[config.mk]
export PLATFORM = sky130hd
export DESIGN_NAME = crc_framed_packet_builder
export DESIGN_NICKNAME = d
export VERILOG_FILES = /design/src/hw/rtl/cfpb_pkg.sv /design/src/hw/rtl/crc_framed_packet_builder.sv /design/src/hw/rtl/cfpb_front.sv /design/src/hw/rtl/cfpb_queue.sv /design/src/hw/rtl/cfpb_back.sv
export SDC_FILE = /design/constraint.sdc
export NUM_CORES = 1
export LEC_CHECK = 0
export BUFFER_PORTS_ARGS = -buffer_cell sky130_fd_sc_hd__buf_2
export CAP_MARGIN = 5
export CORE_MARGIN = 5
export CORE_UTILIZATION = 45
export CTS_CLUSTER_SIZE = 24
export DETAILED_ROUTE_END_ITERATION = 16
export GPL_TIMING_DRIVEN = 0
export PLACE_DENSITY_LB_ADDON = 0.3
export REMOVE_ABC_BUFFERS = 1
export SYNTH_ARGS = -nofsm -noshare
export SYNTH_HDL_FRONTEND = slang
export SYNTH_HIERARCHICAL = 1
export SYNTH_SLANG_ARGS = --single-unit
[constraint.sdc]
create_clock -name clk -period 4.8 [get_ports clk]
set_clock_uncertainty 0.1 [all_clocks]
set_input_delay 0.24 -clock clk [delete_from_list [all_inputs] [get_ports clk]]
set_output_delay 0.24 -clock clk [all_outputs]
set_load 0.01 [all_outputs]
[src/hw/rtl/cfpb_pkg.sv]
// ----------------------------------------------------------------------------
// cfpb_pkg
// Shared types and constants of the framed packet builder: frame formats,
// register indexes, header constants and the command passed from the front
// end to the back end.
// ----------------------------------------------------------------------------
package cfpb_pkg;

	typedef enum logic [1:0] {
		FMT_PLAIN = 2'd0,
		FMT_FULL  = 2'd1,
		FMT_SHORT = 2'd2,
		FMT_FLAG  = 2'd3
	} fmt_t;

	localparam logic REG_FORMAT = 1'b0;
	localparam logic REG_MAGIC  = 1'b1;

	localparam logic [7:0] MAGIC_RESET  = 8'hEB;
	localparam logic [7:0] MAX_PAYLOAD  = 8'd250;
	localparam logic [7:0] FLAG_FULL    = 8'h3F;
	localparam logic [7:0] FLAG_SHORT   = 8'h03;
	localparam logic [7:0] FLAG_NONE    = 8'h00;
	localparam logic [7:0] NEWLINE      = 8'h0A;
	localparam logic [15:0] CRC_INIT    = 16'hFFFF;
	localparam logic [15:0] CRC_POLY    = 16'h1021;

	localparam int QUEUE_DEPTH = 4;

	typedef struct packed {
		logic        hdr;
		logic        dat;
		logic        ftr;
		fmt_t        fmt;
		logic [7:0]  magic;
		logic [15:0] mission;
		logic [7:0]  len;
		logic [7:0]  data;
		logic [7:0]  sig;
		logic [7:0]  snr;
		logic [31:0] epoch;
	} cmd_t;

endpackage

[src/hw/rtl/crc_framed_packet_builder.sv]
// ----------------------------------------------------------------------------
// crc_framed_packet_builder
// Builds framed byte streams with a header, payload, optional footer and a
// CRC16-CCITT trailer from payload items marked first and last.
// ----------------------------------------------------------------------------
//  Channel  Direction  Handshake             Payload
//  in       input      in_valid / in_stall   data_byte .. epoch_seconds
//  out      output     out_valid / out_stall out_byte, end_of_frame
//  cfg      input      cfg_write             cfg_index, cfg_data
//
// The output emits one byte per cycle, unless stalled, from a registered
// output stage; an item holds the byte sequencer until all its bytes are out.
// Items enter a four-entry command queue and are accepted back to back
// until the queue fills. Reset clears the frame state and sets the CRC to
// all ones; configuration takes effect on the next accepted item.
module crc_framed_packet_builder (
	input  logic              clk,
	input  logic              arst_n,
	input  logic              cfg_write,
	input  logic              cfg_index,
	input  logic [7:0]        cfg_data,
	input  logic              in_valid,
	output logic              in_stall,
	input  logic [7:0]        data_byte,
	input  logic              has_byte,
	input  logic              first_item,
	input  logic              last_item,
	input  logic [15:0]       mission_id,
	input  logic [9:0]        payload_length,
	input  logic signed [7:0] signal_strength,
	input  logic signed [7:0] signal_noise_ratio,
	input  logic [31:0]       epoch_seconds,
	output logic              out_valid,
	input  logic              out_stall,
	output logic [7:0]        out_byte,
	output logic              end_of_frame
);
	import cfpb_pkg::*;

	cmd_t front_cmd;
	cmd_t head_cmd;
	logic push;
	logic pop;
	logic full;
	logic nonempty;
	logic accept;

	assign in_stall = full;
	assign accept   = in_valid & ~full;

	cfpb_front u_front (
		.clk                (clk),
		.arst_n             (arst_n),
		.cfg_write          (cfg_write),
		.cfg_index          (cfg_index),
		.cfg_data           (cfg_data),
		.in_valid           (in_valid),
		.accept             (accept),
		.data_byte          (data_byte),
		.has_byte           (has_byte),
		.first_item         (first_item),
		.last_item          (last_item),
		.mission_id         (mission_id),
		.payload_length     (payload_length),
		.signal_strength    (signal_strength),
		.signal_noise_ratio (signal_noise_ratio),
		.epoch_seconds      (epoch_seconds),
		.push               (push),
		.cmd                (front_cmd)
	);

	cfpb_queue u_queue (
		.clk      (clk),
		.arst_n   (arst_n),
		.push     (push),
		.push_cmd (front_cmd),
		.pop      (pop),
		.head_cmd (head_cmd),
		.full     (full),
		.nonempty (nonempty)
	);

	cfpb_back u_back (
		.clk          (clk),
		.arst_n       (arst_n),
		.head_cmd     (head_cmd),
		.nonempty     (nonempty),
		.pop          (pop),
		.out_byte     (out_byte),
		.end_of_frame (end_of_frame),
		.out_valid    (out_valid),
		.out_stall    (out_stall)
	);

endmodule

[src/hw/rtl/cfpb_front.sv]
// ----------------------------------------------------------------------------
// cfpb_front
// Accepts input items, tracks the open frame and the payload count, and
// turns every item that produces output into a command for the back end.
// Also holds the configuration registers.
// ----------------------------------------------------------------------------
module cfpb_front (
	input  logic                 clk,
	input  logic                 arst_n,
	input  logic                 cfg_write,
	input  logic                 cfg_index,
	input  logic [7:0]           cfg_data,
	input  logic                 in_valid,
	input  logic                 accept,
	input  logic [7:0]           data_byte,
	input  logic                 has_byte,
	input  logic                 first_item,
	input  logic                 last_item,
	input  logic [15:0]          mission_id,
	input  logic [9:0]           payload_length,
	input  logic signed [7:0]    signal_strength,
	input  logic signed [7:0]    signal_noise_ratio,
	input  logic [31:0]          epoch_seconds,
	output logic                 push,
	output cfpb_pkg::cmd_t       cmd
);
	import cfpb_pkg::*;

	fmt_t       fmt_q;
	logic [7:0] magic_q;
	logic       open_q;
	logic [7:0] taken_q;
	logic [7:0] limit_q;

	logic       open_eff;
	logic [7:0] lim_eff;
	logic [7:0] taken_eff;
	logic [7:0] lim_clamp;
	logic       do_data;
	logic       do_foot;

	always_comb begin
		lim_clamp = (payload_length > {2'b00, MAX_PAYLOAD}) ? MAX_PAYLOAD : payload_length[7:0];
		open_eff  = first_item | open_q;
		lim_eff   = first_item ? lim_clamp : limit_q;
		taken_eff = first_item ? 8'd0 : taken_q;
		do_data   = open_eff & has_byte & (taken_eff < lim_eff);
		do_foot   = open_eff & last_item;
		push      = accept & (first_item | do_data | do_foot);
	end

	always_comb begin
		cmd.hdr     = first_item;
		cmd.dat     = do_data;
		cmd.ftr     = do_foot;
		cmd.fmt     = fmt_q;
		cmd.magic   = magic_q;
		cmd.mission = mission_id;
		cmd.len     = lim_clamp;
		cmd.data    = data_byte;
		cmd.sig     = $unsigned(signal_strength);
		cmd.snr     = $unsigned(signal_noise_ratio);
		cmd.epoch   = epoch_seconds;
	end

	always_ff @(posedge clk or negedge arst_n) begin
		if (!arst_n) begin
			fmt_q   <= FMT_PLAIN;
			magic_q <= MAGIC_RESET;
		end else if (cfg_write) begin
			case (cfg_index)
				REG_FORMAT: fmt_q   <= fmt_t'(cfg_data[1:0]);
				REG_MAGIC:  magic_q <= cfg_data;
				default:    magic_q <= magic_q;
			endcase
		end
	end

	always_ff @(posedge clk or negedge arst_n) begin
		if (!arst_n) begin
			open_q  <= 1'b0;
			taken_q <= 8'd0;
			limit_q <= 8'd0;
		end else if (in_valid && accept) begin
			if (first_item) begin
				limit_q <= lim_clamp;
			end
			if (do_foot) begin
				open_q  <= 1'b0;
				taken_q <= 8'd0;
			end else begin
				open_q  <= open_eff;
				taken_q <= do_data ? taken_eff + 8'd1 : taken_eff;
			end
		end
	end

endmodule

[src/hw/rtl/cfpb_queue.sv]
// ----------------------------------------------------------------------------
// cfpb_queue
// Short command queue between the front end and the back end.
// ----------------------------------------------------------------------------
module cfpb_queue (
	input  logic           clk,
	input  logic           arst_n,
	input  logic           push,
	input  cfpb_pkg::cmd_t push_cmd,
	input  logic           pop,
	output cfpb_pkg::cmd_t head_cmd,
	output logic           full,
	output logic           nonempty
);
	import cfpb_pkg::*;

	localparam int PW = $clog2(QUEUE_DEPTH);
	localparam int CW = $clog2(QUEUE_DEPTH + 1);

	cmd_t          entry_q [QUEUE_DEPTH];
	logic [PW-1:0] wr_q;
	logic [PW-1:0] rd_q;
	logic [CW-1:0] count_q;

	assign head_cmd = entry_q[rd_q];
	assign full     = (count_q == CW'(QUEUE_DEPTH));
	assign nonempty = (count_q != '0);

	always_ff @(posedge clk) begin
		if (push) begin
			entry_q[wr_q] <= push_cmd;
		end
	end

	always_ff @(posedge clk or negedge arst_n) begin
		if (!arst_n) begin
			wr_q    <= '0;
			rd_q    <= '0;
			count_q <= '0;
		end else begin
			if (push) begin
				wr_q <= (wr_q == PW'(QUEUE_DEPTH - 1)) ? '0 : wr_q + PW'(1);
			end
			if (pop) begin
				rd_q <= (rd_q == PW'(QUEUE_DEPTH - 1)) ? '0 : rd_q + PW'(1);
			end
			case ({push, pop})
				2'b10:   count_q <= count_q + CW'(1);
				2'b01:   count_q <= count_q - CW'(1);
				default: count_q <= count_q;
			endcase
		end
	end

endmodule

[src/hw/rtl/cfpb_back.sv]
// ----------------------------------------------------------------------------
// cfpb_back
// Byte sequencer: walks the output slots of one command, one byte per cycle
// while not stalled, keeps the running CRC and drives the output register.
// ----------------------------------------------------------------------------
module cfpb_back (
	input  logic           clk,
	input  logic           arst_n,
	input  cfpb_pkg::cmd_t head_cmd,
	input  logic           nonempty,
	output logic           pop,
	output logic [7:0]     out_byte,
	output logic           end_of_frame,
	output logic           out_valid,
	input  logic           out_stall
);
	import cfpb_pkg::*;

	localparam logic [3:0] SL_MAGIC  = 4'd0;
	localparam logic [3:0] SL_ID_LO  = 4'd1;
	localparam logic [3:0] SL_ID_HI  = 4'd2;
	localparam logic [3:0] SL_FLAG   = 4'd3;
	localparam logic [3:0] SL_LEN    = 4'd4;
	localparam logic [3:0] SL_DATA   = 4'd5;
	localparam logic [3:0] SL_SIG    = 4'd6;
	localparam logic [3:0] SL_SNR    = 4'd7;
	localparam logic [3:0] SL_EP0    = 4'd8;
	localparam logic [3:0] SL_EP1    = 4'd9;
	localparam logic [3:0] SL_EP2    = 4'd10;
	localparam logic [3:0] SL_EP3    = 4'd11;
	localparam logic [3:0] SL_CRC_LO = 4'd12;
	localparam logic [3:0] SL_CRC_HI = 4'd13;
	localparam logic [3:0] SL_EOL    = 4'd14;

	function automatic logic [15:0] crc_byte(input logic [15:0] crc, input logic [7:0] b);
		logic [15:0] c;
		c = crc ^ {b, 8'h00};
		for (int k = 0; k < 8; k++) begin
			c = c[15] ? ({c[14:0], 1'b0} ^ CRC_POLY) : {c[14:0], 1'b0};
		end
		return c;
	endfunction

	function automatic logic [14:0] slot_mask(input cmd_t c);
		logic [14:0] m;
		logic        sig_snr;
		logic        ep;
		sig_snr = (c.fmt == FMT_FULL) || (c.fmt == FMT_SHORT);
		ep      = (c.fmt == FMT_FULL);
		m = '0;
		m[SL_MAGIC]  = c.hdr;
		m[SL_ID_LO]  = c.hdr;
		m[SL_ID_HI]  = c.hdr;
		m[SL_FLAG]   = c.hdr & (c.fmt != FMT_PLAIN);
		m[SL_LEN]    = c.hdr;
		m[SL_DATA]   = c.dat;
		m[SL_SIG]    = c.ftr & sig_snr;
		m[SL_SNR]    = c.ftr & sig_snr;
		m[SL_EP0]    = c.ftr & ep;
		m[SL_EP1]    = c.ftr & ep;
		m[SL_EP2]    = c.ftr & ep;
		m[SL_EP3]    = c.ftr & ep;
		m[SL_CRC_LO] = c.ftr;
		m[SL_CRC_HI] = c.ftr;
		m[SL_EOL]    = c.ftr;
		return m;
	endfunction

	cmd_t        cmd_q;
	logic        active_q;
	logic [14:0] mask_q;
	logic [15:0] crc_q;
	logic        out_valid_q;
	logic [7:0]  out_byte_q;
	logic        eof_q;

	logic [3:0]  slot;
	logic [14:0] mask_rest;
	logic [7:0]  flag;
	logic [7:0]  byte_sel;
	logic [15:0] crc_base;
	logic        emit;
	logic        cmd_done;

	always_comb begin
		slot = SL_EOL;
		for (int i = 14; i >= 0; i--) begin
			if (mask_q[i]) begin
				slot = 4'(i);
			end
		end
		mask_rest = mask_q & ~(15'd1 << slot);
	end

	always_comb begin
		case (cmd_q.fmt)
			FMT_FULL:  flag = FLAG_FULL;
			FMT_SHORT: flag = FLAG_SHORT;
			default:   flag = FLAG_NONE;
		endcase
	end

	always_comb begin
		case (slot)
			SL_MAGIC:  byte_sel = cmd_q.magic;
			SL_ID_LO:  byte_sel = cmd_q.mission[7:0];
			SL_ID_HI:  byte_sel = cmd_q.mission[15:8];
			SL_FLAG:   byte_sel = flag;
			SL_LEN:    byte_sel = cmd_q.len;
			SL_DATA:   byte_sel = cmd_q.data;
			SL_SIG:    byte_sel = cmd_q.sig;
			SL_SNR:    byte_sel = cmd_q.snr;
			SL_EP0:    byte_sel = cmd_q.epoch[7:0];
			SL_EP1:    byte_sel = cmd_q.epoch[15:8];
			SL_EP2:    byte_sel = cmd_q.epoch[23:16];
			SL_EP3:    byte_sel = cmd_q.epoch[31:24];
			SL_CRC_LO: byte_sel = crc_q[7:0];
			SL_CRC_HI: byte_sel = crc_q[15:8];
			default:   byte_sel = NEWLINE;
		endcase
	end

	assign crc_base = (slot == SL_MAGIC) ? CRC_INIT : crc_q;
	assign emit     = active_q & (~out_valid_q | ~out_stall);
	assign cmd_done = emit & (mask_rest == '0);
	assign pop      = nonempty & (~active_q | cmd_done);

	always_ff @(posedge clk or negedge arst_n) begin
		if (!arst_n) begin
			active_q    <= 1'b0;
			mask_q      <= '0;
			crc_q       <= CRC_INIT;
			out_valid_q <= 1'b0;
		end else begin
			if (pop) begin
				active_q <= 1'b1;
				mask_q   <= slot_mask(head_cmd);
			end else if (cmd_done) begin
				active_q <= 1'b0;
				mask_q   <= '0;
			end else if (emit) begin
				mask_q <= mask_rest;
			end
			if (emit) begin
				if (slot < SL_CRC_LO) begin
					crc_q <= crc_byte(crc_base, byte_sel);
				end else if (slot == SL_EOL) begin
					crc_q <= CRC_INIT;
				end
			end
			if (emit) begin
				out_valid_q <= 1'b1;
			end else if (!out_stall) begin
				out_valid_q <= 1'b0;
			end
		end
	end

	always_ff @(posedge clk) begin
		if (pop) begin
			cmd_q <= head_cmd;
		end
		if (emit) begin
			out_byte_q <= byte_sel;
			eof_q      <= (slot == SL_EOL);
		end
	end

	assign out_valid    = out_valid_q;
	assign out_byte     = out_byte_q;
	assign end_of_frame = eof_q;

endmodule

Word-level counts from Yosys, hierarchy flattened
Memory sizes are Yosys's and may differ from the RTL's.
Cells that the tools add are included.

storage, ports and cells
  bits in writable memories = 372
  word-level logic and storage cells = 146
  memories = 1
  input bits = 99
  register bits after elaboration = 166
  output and inout port bits = 11

cells by class
  eq/ne operators = 24
  shift operators = 1
  $add $sub $neg = 5
  muxes and demuxes = 45
  $lt $le $gt $ge = 3
  reductions and logical operators = 13
  bitwise gates (word level) = 32

memory list
  memory           depth  bits a word  rd ports  clocked after Yosys merged registers in  wr ports  RTL line          source
  u_queue.entry_q  4      93           1         0                                        1         cfpb_queue.sv:20  cmd_t entry_q [QUEUE_DEPTH];

operators with widths
  kind                                                             count
  one-hot mux 8 bit (14 select lines)                              1
  2-to-1 mux 13 bit                                                8
  2-to-1 mux 4 bit                                                 13
  2-to-1 mux 16 bit                                                3
  2-to-1 mux 15 bit                                                3
  2-to-1 mux 8 bit                                                 5
  equality test 4 bit (second input constant)                      7
  NOT 3 bit                                                        8
  equality test 4 x 3 -> 1 bit (second input constant)             4
  bitwise XOR 16 bit                                               1
  bitwise AND 15 bit                                               1
  zero test 15 bit                                                 1
  NOT 15 bit                                                       1
  << shifter 1 x 4 -> 15 bit (first input constant)                1
  one-hot mux 6 bit (2 select lines)                               1
  bitwise AND 1 bit                                                11
  equality test 2 bit (second input constant)                      5
  greater-than comparator 10 x 8 -> 1 bit (second input constant)  1
  adder 8 x 1 -> 8 bit (second input constant)                     1
  equality test 4 x 2 -> 1 bit (second input constant)             2
  < comparator 8 bit                                               1
  nonzero test 2 bit                                               4
  2-to-1 mux 1 bit                                                 7
  equality test 2 x 1 -> 1 bit (second input constant)             3
  16 further kinds                                                 30

Longest topological paths before layout
Gate-level depths: netlist (run 1).

  word-level depth = 34
  gate-level depth with buffers = 17
  gate-level depth less buffers = 17

By module
The synthesis (run 1) kept the hierarchy.

modules (own cells, without submodules)
  module                     cells each  area an instance (µm²)  sequential area each (µm²)  instances
  cfpb_queue                 525         13883.3                 11345.9                     1
  cfpb_back                  513         6306.0                  3818.7                      1
  cfpb_front                 249         2250.9                  683.2                       1
  crc_framed_packet_builder  1           13.8                    0.0                         1

Worst setup path after synthesis (run 1)
No wires, ideal clock.

  path type = register to register
  from = register u_back.mask_q[6]
  to = register u_queue.count_q[2]
  path slack = -234 ps
  path buffers = 3
  period minus slack after synthesis = 5034 ps
  arrival = 4855 ps
  data required time = 4621 ps
  library setup time = 79 ps
  cell stages (with the launch flop) = 16
  cells stage by stage = dfrtp_1 -> buf_6 -> or4_1 -> buf_2 -> or3_1 -> buf_6 -> a221oi_4 -> o221ai_2 -> nor4b_4 -> o21a_2 -> ha_1 -> inv_1 -> fa_1 -> xor2_1 -> nor2_1 -> xor2_1

between the ends
  longest elaborated chain between the ends = 16
  elaborated cells between the ends (all ways) = 18
  those cells by class = 2 x eq/ne; 1 x shift; 8 x mux; 5 x bitwise; 2 x reduce/logical

RTL lines
  item                                                                      RTL line                         source
  from (decl)                                                               cfpb_back.sv:71                  logic [14:0] mask_q;
  from (signal assigned)                                                    cfpb_back.sv:137                 mask_q <= slot_mask(head_cmd);
  from (signal assigned)                                                    cfpb_back.sv:142                 mask_q <= mask_rest;
  2-to-1 mux 4 bit (7 in a row)                                             cfpb_back.sv:88                  if (mask_q[i]) begin
  << shifter 1 x 4 -> 15 bit                                                cfpb_back.sv:92                  mask_rest = mask_q & ~(15'd1 << slot);
  NOT 15 bit                                                                cfpb_back.sv:92
  bitwise AND 15 bit *                                                      cfpb_back.sv:92
  zero test 15 bit *                                                        cfpb_back.sv:125                 assign cmd_done = emit & (mask_rest == '0);
  bitwise AND 1 bit *                                                       cfpb_back.sv:125
  bitwise OR 1 bit *                                                        cfpb_back.sv:126                 assign pop = nonempty & (~active_q | cmd_done);
  bitwise AND 1 bit *                                                       cfpb_back.sv:126
  net pop                                                                   crc_framed_packet_builder.sv:43  logic pop;
  equality test 2 x 1 -> 1 bit or equality test 2 bit (tied branches)       cfpb_queue.sv:47                 case ({push, pop})
  one-hot mux 3 bit (2 select lines) or nonzero test 2 bit (tied branches)  -
  to (signal assigned)                                                      cfpb_queue.sv:48                 2'b10: count_q <= count_q + CW'(1);
  to (signal assigned)                                                      cfpb_queue.sv:49                 2'b01: count_q <= count_q - CW'(1);
  to (signal assigned)                                                      cfpb_queue.sv:50                 default: count_q <= count_q;
  to (decl)                                                                 cfpb_queue.sv:23                 logic [CW-1:0] count_q;

Mark *: on every way through the listed nets, which the timed path passes. The rest lies on a longest branch.
A chain may end at the register's enable or synchronous reset.

Worst setup path in the final report (run 1)
Ends and elaborated chain as after synthesis.

==> impl_metrics.toml, run 1 <==
[run_status]
status = "completed"

[logic_synthesis]
synth_top_cells_by_count = "edfxtp_1, mux4_2, buf_4, nor2_1, nand2_1"
synthDistinctLibCells = 105
synth_top_area_cell = "edfxtp_1"
yosysWarningCount = 6
yosys.area.top_type_share = 0.630
ys_seq_elements = 538
yosys.area_share.simple = 0.0534
synthMuxAreaShare = 0.110
syn_area_per_cell_um2 = 17.4
synth_edf_count = 471
synth_ff_type = "edfxtp_1"
syn_inst = 1288
syn_area_um2 = 22500
synth-compound-area-share = 0.0588
async_reset_ff_frac = 0.125
yosys.area_share.xor_xnor = 0.0148
synth_fa_ha_area_frac = 0.0104
ys_seq_area_frac = 0.706
yosysMostFrequentCell = "edfxtp_1"
yosys-top-cells-area = "edfxtp_1, mux4_2, dfrtp_1"
synth_top_family_by_area = "multiplexers"

[floorplanning]
io_pins = 110
die_y_um = 233
fp.dieArea_um2 = 54500
fp.dieW_um = 233
coreArea_um2 = 49200
rows = 81
initial_utilization = 0.457

[power]
vdd_drop_max_uv = 572
power_mw = 19.1
powerDensity_nw_per_um2 = 726
p_leak_nw = 9.13

[worst_setup_path]
critPathArrivalTime_ps = 4980
r2r_start = "u_back/mask_q[6]$_DFFE_PN0P_"
crit_type = "flip-flop to flip-flop"
crit_chain = "or4_4, or3_1, a221oi_4, o221ai_2, nor4b_4, o21a_4, buf_16, ha_1, inv_1, fa_1, xor2_1, nor2_1, xor2_1"
cp_slowest_cell = "or4_4"
crit_path_frequent_cell = "xor2_1"
rr_worst_depth = 13
required_ps = 5210
regToRegSetupSlack_ps = 230
cp-end-kind = "flip-flop"
cp-start-kind = "flip-flop"
cp_slowest_stage_delay_ps = 710
reg2reg_to = "u_queue/count_q[2]$_DFFE_PN0P_"
path_max_fanout = 55

[drt]
wl_per_cell_um = 22.2
dr.first_iter.drc_count = 870
ant_nets = 0
drc = 0
vias_per_cell = 5.47
wl_um = 47900
dr.pass1.iters = 5
vias = 11800

[clocking]
worstSkewPairLatency_ps = 600
path_clk_slew_ps = 60
h-tree-depth = 2
clock_path_buffers = 3
cts_buffers = 55
clock-sinks = 538
cts_root_buf = "clkbuf_16"
cts_tree = "yes"

[hold_path]
min-delay-start = "payload_length[4]"
min_to = "u_queue/entry_q[1][60]$_DFFE_PP_"
whs_path_depth = 2
hold_path_class = "input pin to flip-flop"

[global_routing]
grt_first_pass_wirelength_um = 74300
overflow = 0
antenna_found_initial = 2
grt_pass1_vias = 12200
grt_max_degree = 58
grt_use_total = 0.178

[final_layout]
area_growth_pct = 17.0
nets = 1562
final_cells = 2156
layout-drive-gt1-share = 0.264
postLayoutCoreUtil = 0.534

[sta]
relSlewSlack = 0.214
hold_ws_ps = 23.9
rsz0062_at_grt = "no"
setup_viol = 0
period_share = 0.953
max_freq_mhz = 219
worst_pin_slew_ps = 1180
drv_slew = 0
period_needed_ps = 4570
final-hold-violation-count = 0

[job]
cap_violations = 0

[place]
gp_congestion = 0.925
hpwlAfterDp_um = 30000
portBuffers = 109
place_inst = 1949
final cells by class:
class                   count  area [um2]
multi-input cells         595        5640
well taps                 664         831
diodes                      1        2.50
fillers                  3912       22900
flip-flops and latches    538       15900
clock inverters            39         478
repair buffers            223        1870
inverters                  32         120
clock buffers              64        1460
power by group:
group          leakage [nW]  switching [mW]  total (mW)  internal [mW]
clock network         0.940            1.78        4.50           2.72
logic                  3.12            4.19        7.50           3.32
registers              5.08           0.621        7.07           6.45
logic make-up (layout without fill, tap and decap cells):
| kind of cell | count (synthesis) | in the layout |
|---|---|---|
| flops | 538 | 538 |
| buf+inv | 157 | 358 |
| other cells | 0 | 1 |
| mux | 129 | 129 |
| simple gates | 238 | 238 |
| xor+xnor | 29 | 29 |
| fa+ha+maj | 18 | 18 |
| compound gates | 179 | 181 |
metrics by stage:
stage | setup WS, ps | setup TNS, ps | area [um2]
2_1_floorplan | -681 | -75820 | 21500
3_3_place_gp | -2710 | -1332400 | 22900
3_5_place_dp | -888 | -3220 | 23300
4_1_cts | 10.4 | 0 | 26200
5_1_grt | 47.7 | 0 | 26300
6_report | 227 | 0 | 26300
critical path: cells and delay by family (launching register included):
kind	cells	cell delay, ps
AND/OR/NAND/NOR	4	1750
adder cells (fa/ha/maj)	2	620
flip-flops	1	540
buffers and inverters	2	340
XOR/XNOR	2	340
AO/OA/AOI/OAI	3	760
worst max-delay path by stage:
| stage | start | endpoint | cells after the start |
|---|---|---|---|
| after global placement | u_back/mask_q[10]$_DFFE_PN0P_ | u_queue/count_q[2]$_DFFE_PN0P_ | 13 |
| after global routing | u_back/mask_q[6]$_DFFE_PN0P_ | u_queue/count_q[2]$_DFFE_PN0P_ | 13 |
| after CTS | u_back/mask_q[6]$_DFFE_PN0P_ | u_queue/count_q[2]$_DFFE_PN0P_ | 14 |
| after floorplan | u_queue/rd_q[0]$_DFFE_PN0P_ | u_back/mask_q[8]$_DFFE_PN0P_ | 7 |
| final | u_back/mask_q[6]$_DFFE_PN0P_ | u_queue/count_q[2]$_DFFE_PN0P_ | 13 |
| after detailed placement | u_back/mask_q[1]$_DFFE_PN0P_ | u_queue/count_q[2]$_DFFE_PN0P_ | 14 |
per-layer routing:
metal,GRT usage,part of all wire,vias to the layer above
met4,0.0494,0.023,2
met3,0.0321,0.055,72
met2,0.290,0.49,356
met1,0.249,0.43,6055
met5,0,0.00015,-
li1,-,-,5318
sequential cells by signal (all words and copies together), names as in the netlist, 2 cells and up:
signal	cells
u_back/crc_q	16
u_back/cmd_q	90
u_queue/count_q	3
u_queue/rd_q	2
u_front/fmt_q	2
u_front/taken_q	8
u_back/mask_q	15
u_queue/wr_q	2
u_back/out_byte	8
u_queue/entry_q	372
u_front/limit_q	8
u_front/magic_q	8
cells in the final DEF (no fill, tap or decap), drive strengths merged, types with 27 or more instances in the layout:
master and n:
o21ai 53, inv 35, a21oi 27, clkbuf 64, mux4 93, nor2 69
dlygate4sd3 97, nand2 63, buf 126, dfrtp 45, edfxtp 471
repair_timing:
action,in CTS,in global routing
endpoints found under the setup margin,61,1
buffers inserted,2,2
pin swaps,3,1
resized for setup,8,2
gates cloned,2,0
hold buffers,97,0
endpoints found under the hold margin,395,0
Power figures use the tool's default switching activity.
==> inputs of run 2 (changes only) <==
--- a/config.mk
+++ b/config.mk
@@ -14,6 +14,7 @@
 export GPL_TIMING_DRIVEN = 0
 export PLACE_DENSITY_LB_ADDON = 0.3
 export REMOVE_ABC_BUFFERS = 1
+export SKIP_CTS_REPAIR_TIMING = 1
 export SYNTH_ARGS = -nofsm -noshare
 export SYNTH_HDL_FRONTEND = slang
 export SYNTH_HIERARCHICAL = 1
==> constraint.sdc (replaced) <==
create_clock -name clk -period 4.6 [get_ports clk]
set_clock_uncertainty 0.1 [all_clocks]
set_input_delay 0.23 -clock clk [delete_from_list [all_inputs] [get_ports clk]]
set_output_delay 0.23 -clock clk [all_outputs]
set_load 0.05 [all_outputs]
==> impl_metrics.toml, run 2 (synthesis results as in run 1) <==
[run_status]
status = "finished with violations"
violations = "hold timing"

[drt]
ant_nets = 0
wl_um = 47700
wl_per_cell_um = 22.1
vias = 11800
drc = 0
vias_per_cell = 5.47
dr.first_iter.drc_count = 827
dr.pass1.iters = 5

[sta]
hold_ws_ps = -11.6
max_freq_mhz = 225
worst_pin_slew_ps = 1130
relSlewSlack = 0.242
drv_slew = 0
period_share = 0.964
setup_slack_ps = 164
finalSetupTns_ps = 0
period_needed_ps = 4440
setup_viol = 0
final-hold-violation-count = 2

[global_routing]
antenna_found_initial = 2
grt_use_total = 0.173
grt_first_pass_wirelength_um = 71900
overflow = 0
grt_pass1_vias = 11700
grt_max_degree = 58

[floorplanning]
io_pins = 110
initial_utilization = 0.457
die_y_um = 233
fp.dieArea_um2 = 54500
coreArea_um2 = 49200
rows = 81
fp.dieW_um = 233

[worst_setup_path]
crit_type = "flip-flop to flip-flop"
setup.worst_path.end = "u_queue/count_q[2]$_DFFE_PN0P_"
startpoint = "u_back/mask_q[7]$_DFFE_PN0P_"
rr_worst_depth = 13
crit_path_frequent_cell = "xor2_1"
regToRegSetupSlack_ps = 160
required_ps = 5010
path_max_fanout = 55
critPathArrivalTime_ps = 4840
cp_slowest_stage_delay_ps = 710
cp-start-kind = "flip-flop"
reg2reg_to = "u_queue/count_q[2]$_DFFE_PN0P_"
cp_slowest_cell = "or4_4"
cp-end-kind = "flip-flop"
r2r_start = "u_back/mask_q[7]$_DFFE_PN0P_"
crit_chain = "or4_4, or3_4, o31ai_1, nand4_1, nor4b_4, o21a_4, buf_16, ha_1, inv_1, fa_1, xor2_1, nor2_1, xor2_1"

[job]
cap_violations = 0

[final_layout]
area_growth_pct = 17.0
final_common_cell = "edfxtp_1"
postLayoutCoreUtil = 0.534
reg_top3 = "u_queue/entry_q (372), u_back/cmd_q (90), u_back/crc_q (16)"
mostFrequentLayoutCells = "edfxtp_1, buf_2, mux4_2"
layout-drive-gt1-share = 0.270
largest_register = "u_queue/entry_q"
final_cells = 2155
nets = 1560
largest_register_ffs = 372

[clocking]
h-tree-depth = 2
clock-sinks = 538
path_clk_slew_ps = 70
clock_path_buffers = 3
cts_buffers = 55
cts_tree = "yes"
worstSkewPairLatency_ps = 600
cts_root_buf = "clkbuf_16"

[power]
vdd_drop_max_uv = 596
powerDensity_nw_per_um2 = 766
p_leak_nw = 9.13

[place]
place_inst = 1949
dp_slack_ps = -1090
portBuffers = 109
gp_congestion = 0.925
hpwlAfterDp_um = 30000

[hold_path]
hold_path_class = "input pin to flip-flop"
[run 2: how the worst min path moves through the flow]
stage,start,end,slack [ps],cells after the start
2_1_floorplan,arst_n,u_back/active_q$_DFFE_PN0P_,-170,0
4_1_cts,arst_n,u_front/limit_q[7]$_DFFE_PN0P_,-640,1
5_1_grt,payload_length[1],u_queue/entry_q[1][57]$_DFFE_PP_,7,2
3_3_place_gp,epoch_seconds[22],u_queue/entry_q[0][22]$_DFFE_PP_,340,1
6_report,cfg_index,u_front/fmt_q[0]$_DFFE_PN0P_,-10,3
3_5_place_dp,arst_n,u_front/taken_q[5]$_DFFE_PN0P_,0.5,1
[run 2: routing by layer]
layer,GRT usage,routed length [um],share of wire,vias to the layer above
met5,0,0,0,-
met2,0.279,23200,0.49,366
met3,0.0373,2780,0.058,71
met1,0.240,20500,0.43,6034
met4,0.0518,1180,0.025,0
li1,-,-,-,5318
[run 2: critical path, delay by kind of cell, from the launching register on]
family | cells | cell delay [ps]
flip-flops | 1 | 490
AO/OA/AOI/OAI | 2 | 490
buffers and inverters | 2 | 340
AND/OR/NAND/NOR | 5 | 1940
XOR/XNOR | 2 | 340
adder cells (fa/ha/maj) | 2 | 620
[run 2: layout make-up]
cell class	count	area [um2]
clock inverters	39	478
clock buffers	64	1460
fillers	3915	22900
diodes	2	5.00
inverters	32	120
flip-flops and latches	538	15900
repair buffers	221	1840
well taps	664	831
multi-input cells	595	5680
[run 2: stage by stage]
| step | total power [mW] | area [um2] |
|---|---|---|
| after floorplan | 13.0 | 21500 |
| after global placement | 15.2 | 22900 |
| after detailed placement | 15.2 | 23300 |
| after CTS | 20.0 | 25200 |
| after global routing | 21.2 | 26300 |
| final | 20.1 | 26300 |
[run 2: power breakdown]
group	internal (mW)	switching, mW
combinational	3.55	4.50
clock	2.84	1.85
sequential	6.73	0.652
==> inputs of run 3 (changes only) <==
--- a/config.mk
+++ b/config.mk
@@ -7,12 +7,15 @@
 export LEC_CHECK = 0
 export BUFFER_PORTS_ARGS = -buffer_cell sky130_fd_sc_hd__buf_2
 export CAP_MARGIN = 5
+export CELL_PAD_IN_SITES_DETAIL_PLACEMENT = 0
+export CELL_PAD_IN_SITES_GLOBAL_PLACEMENT = 1
 export CORE_MARGIN = 5
 export CORE_UTILIZATION = 45
 export CTS_CLUSTER_SIZE = 24
 export DETAILED_ROUTE_END_ITERATION = 16
 export GPL_TIMING_DRIVEN = 0
 export PLACE_DENSITY_LB_ADDON = 0.3
+export RECOVER_POWER = 50
 export REMOVE_ABC_BUFFERS = 1
 export SKIP_CTS_REPAIR_TIMING = 1
 export SYNTH_ARGS = -nofsm -noshare
==> impl_metrics.toml, run 3 (synthesis results as in run 1) <==
[worst_setup_path]
crit_type = "flip-flop to flip-flop"
critPathArrivalTime_ps = 4770
required_ps = 5010
cp-start-kind = "flip-flop"
cp-end-kind = "flip-flop"
path_max_fanout = 25

[global_routing]
grt_first_pass_wirelength_um = 70500
antenna_found_initial = 1
overflow = 0
grt_max_degree = 61
grt_use_total = 0.169
grt_pass1_vias = 11500

[drt]
dr.pass1.iters = 5
ant_nets = 0
vias = 11700
wl_um = 46800
vias_per_cell = 5.45
dr.first_iter.drc_count = 815
drc = 0
wl_per_cell_um = 21.8

[final_layout]
final_common_cell = "edfxtp_1"
final_cells = 2147
largest_register_ffs = 372
area_growth_pct = 15.1
mostFrequentLayoutCells = "edfxtp_1, mux4_2, clkbuf_1"
layout-drive-gt1-share = 0.193
num_antenna_cells = 0
multi_input_area_um2 = 5620
largest_register = "u_queue/entry_q"
nets = 1555
seqCellArea_um2 = 15900
reg_top3 = "u_queue/entry_q (372), u_back/cmd_q (90), u_back/crc_q (16)"
nFillCells = 3932

[sta]
rsz0062_at_grt = "no"
drv_slew = 99
period_needed_ps = 4370
final-hold-violation-count = 8
setup_viol = 0
relSlewSlack = -1.08
finalSetupTns_ps = 0
max_freq_mhz = 229
hold_ws_ps = -16.9
worst_pin_slew_ps = 3120
period_share = 0.949

[power]
power.share.clock = 0.220
power_mw = 19.6
combPwrFrac = 0.405
powerDensity_nw_per_um2 = 757
p_int_mw = 12.7
p_seq_frac = 0.375
vdd_drop_max_uv = 514
power_switching_mw = 6.88
p_leak_nw = 8.76
swShare = 0.352

[floorplanning]
rows = 81
fp.dieArea_um2 = 54500
fp.dieW_um = 233
initial_utilization = 0.457
coreArea_um2 = 49200
die_y_um = 233
io_pins = 110

[run_status]
status = "finished with violations"
violations = "hold timing, capacitance limit, slew limit"

[place]
portBuffers = 109
hpwlAfterDp_um = 28900
place_inst = 1946
gp_congestion = 0.916

[clocking]
clock-sinks = 538
path_clk_slew_ps = 60
cts_root_buf = "clkbuf_16"
cts_tree = "yes"
h-tree-depth = 2
cts_buffers = 54
worstSkewPairLatency_ps = 590
clock_path_buffers = 3

[job]
cap_violations = 2

[hold_path]
hold_path_class = "input pin to flip-flop"
run 3: changes by cell type in the layout (fill, tap and decap cells not counted), sizes merged, moves of 2 or more:
cell / previous run / this run
clkbuf: 64 / 145
clkinv: 21 / 29
buf: 131 / 39
diode: 2 / 0
bufinv: 10 / 6
run 3: power by group through the flow:
stage / sequential (mW) / combinational [mW] / clock [mW]
floorplan: 7.59 / 5.43 / 0
global placement: 7.81 / 7.42 / 0
detailed placement: 7.46 / 7.72 / 0
CTS: 7.37 / 7.75 / 4.42
global route: 7.44 / 8.54 / 4.65
finish: 7.33 / 7.92 / 4.30
run 3: path summary, 6_finish.rpt:
check / from / endpoint / slack, ps / cells after the start
worst max-delay path: u_back/mask_q[0]$_DFFE_PN0P_ / u_queue/count_q[2]$_DFFE_PN0P_ / 230 / 13
worst min-delay path: payload_length[8] / u_queue/entry_q[0][61]$_DFFE_PP_ / -20 / 2
worst max register to register: u_back/mask_q[0]$_DFFE_PN0P_ / u_queue/count_q[2]$_DFFE_PN0P_ / 230 / 13
worst min register to register: u_front/limit_q[4]$_DFFE_PN0P_ / u_front/limit_q[4]$_DFFE_PN0P_ / 380 / 2
max in group asynchronous: arst_n / u_queue/rd_q[0]$_DFFE_PN0P_ / 800 / 3
min in group asynchronous: arst_n / u_front/taken_q[6]$_DFFE_PN0P_ / 520 / 3
run 3: cell type report:
type | instances | share of cell area
inverter | 32 | 0.00465
multi-input combinational | 595 | 0.217
clock buffer | 58 | 0.0529
sequential | 538 | 0.613
tap | 664 | 0.0322
clock inverter | 43 | 0.0151
timing repair buffer | 217 | 0.0644
run 3: metrics by stage:
stage	cell area, um2	util	hold slack [ps]	setup slack, ps
final	25800	0.526	-16.9	234
after global routing	25800	0.526	4.31	75.7
after CTS	25000	0.508	-673	-1100
after detailed placement	23200	0.472	-25.0	-1080
after global placement	22900	0.466	342	-2880
after floorplan	21500	-	-166	-881
run 3: critical path, cell delays in order (launching register included):
cell and delay [ps]:
dfrtp_1 590, buf_16 280, or4_1 620, or3_4 520, a221oi_4 380, o221ai_2 170, nor4b_4 380, o21a_4 220
ha_1 180, inv_1 60, fa_1 370, xor2_1 170, nor2_1 110, xor2_1 150
run 3: per-layer routing:
metal | vias up | global-route usage | part of all wire
met2 | 272 | 0.271 | 0.49
met4 | 2 | 0.0396 | 0.021
met1 | 6052 | 0.243 | 0.44
met3 | 68 | 0.0343 | 0.048
met5 | - | 0 | 0.00028
li1 | 5315 | - | -
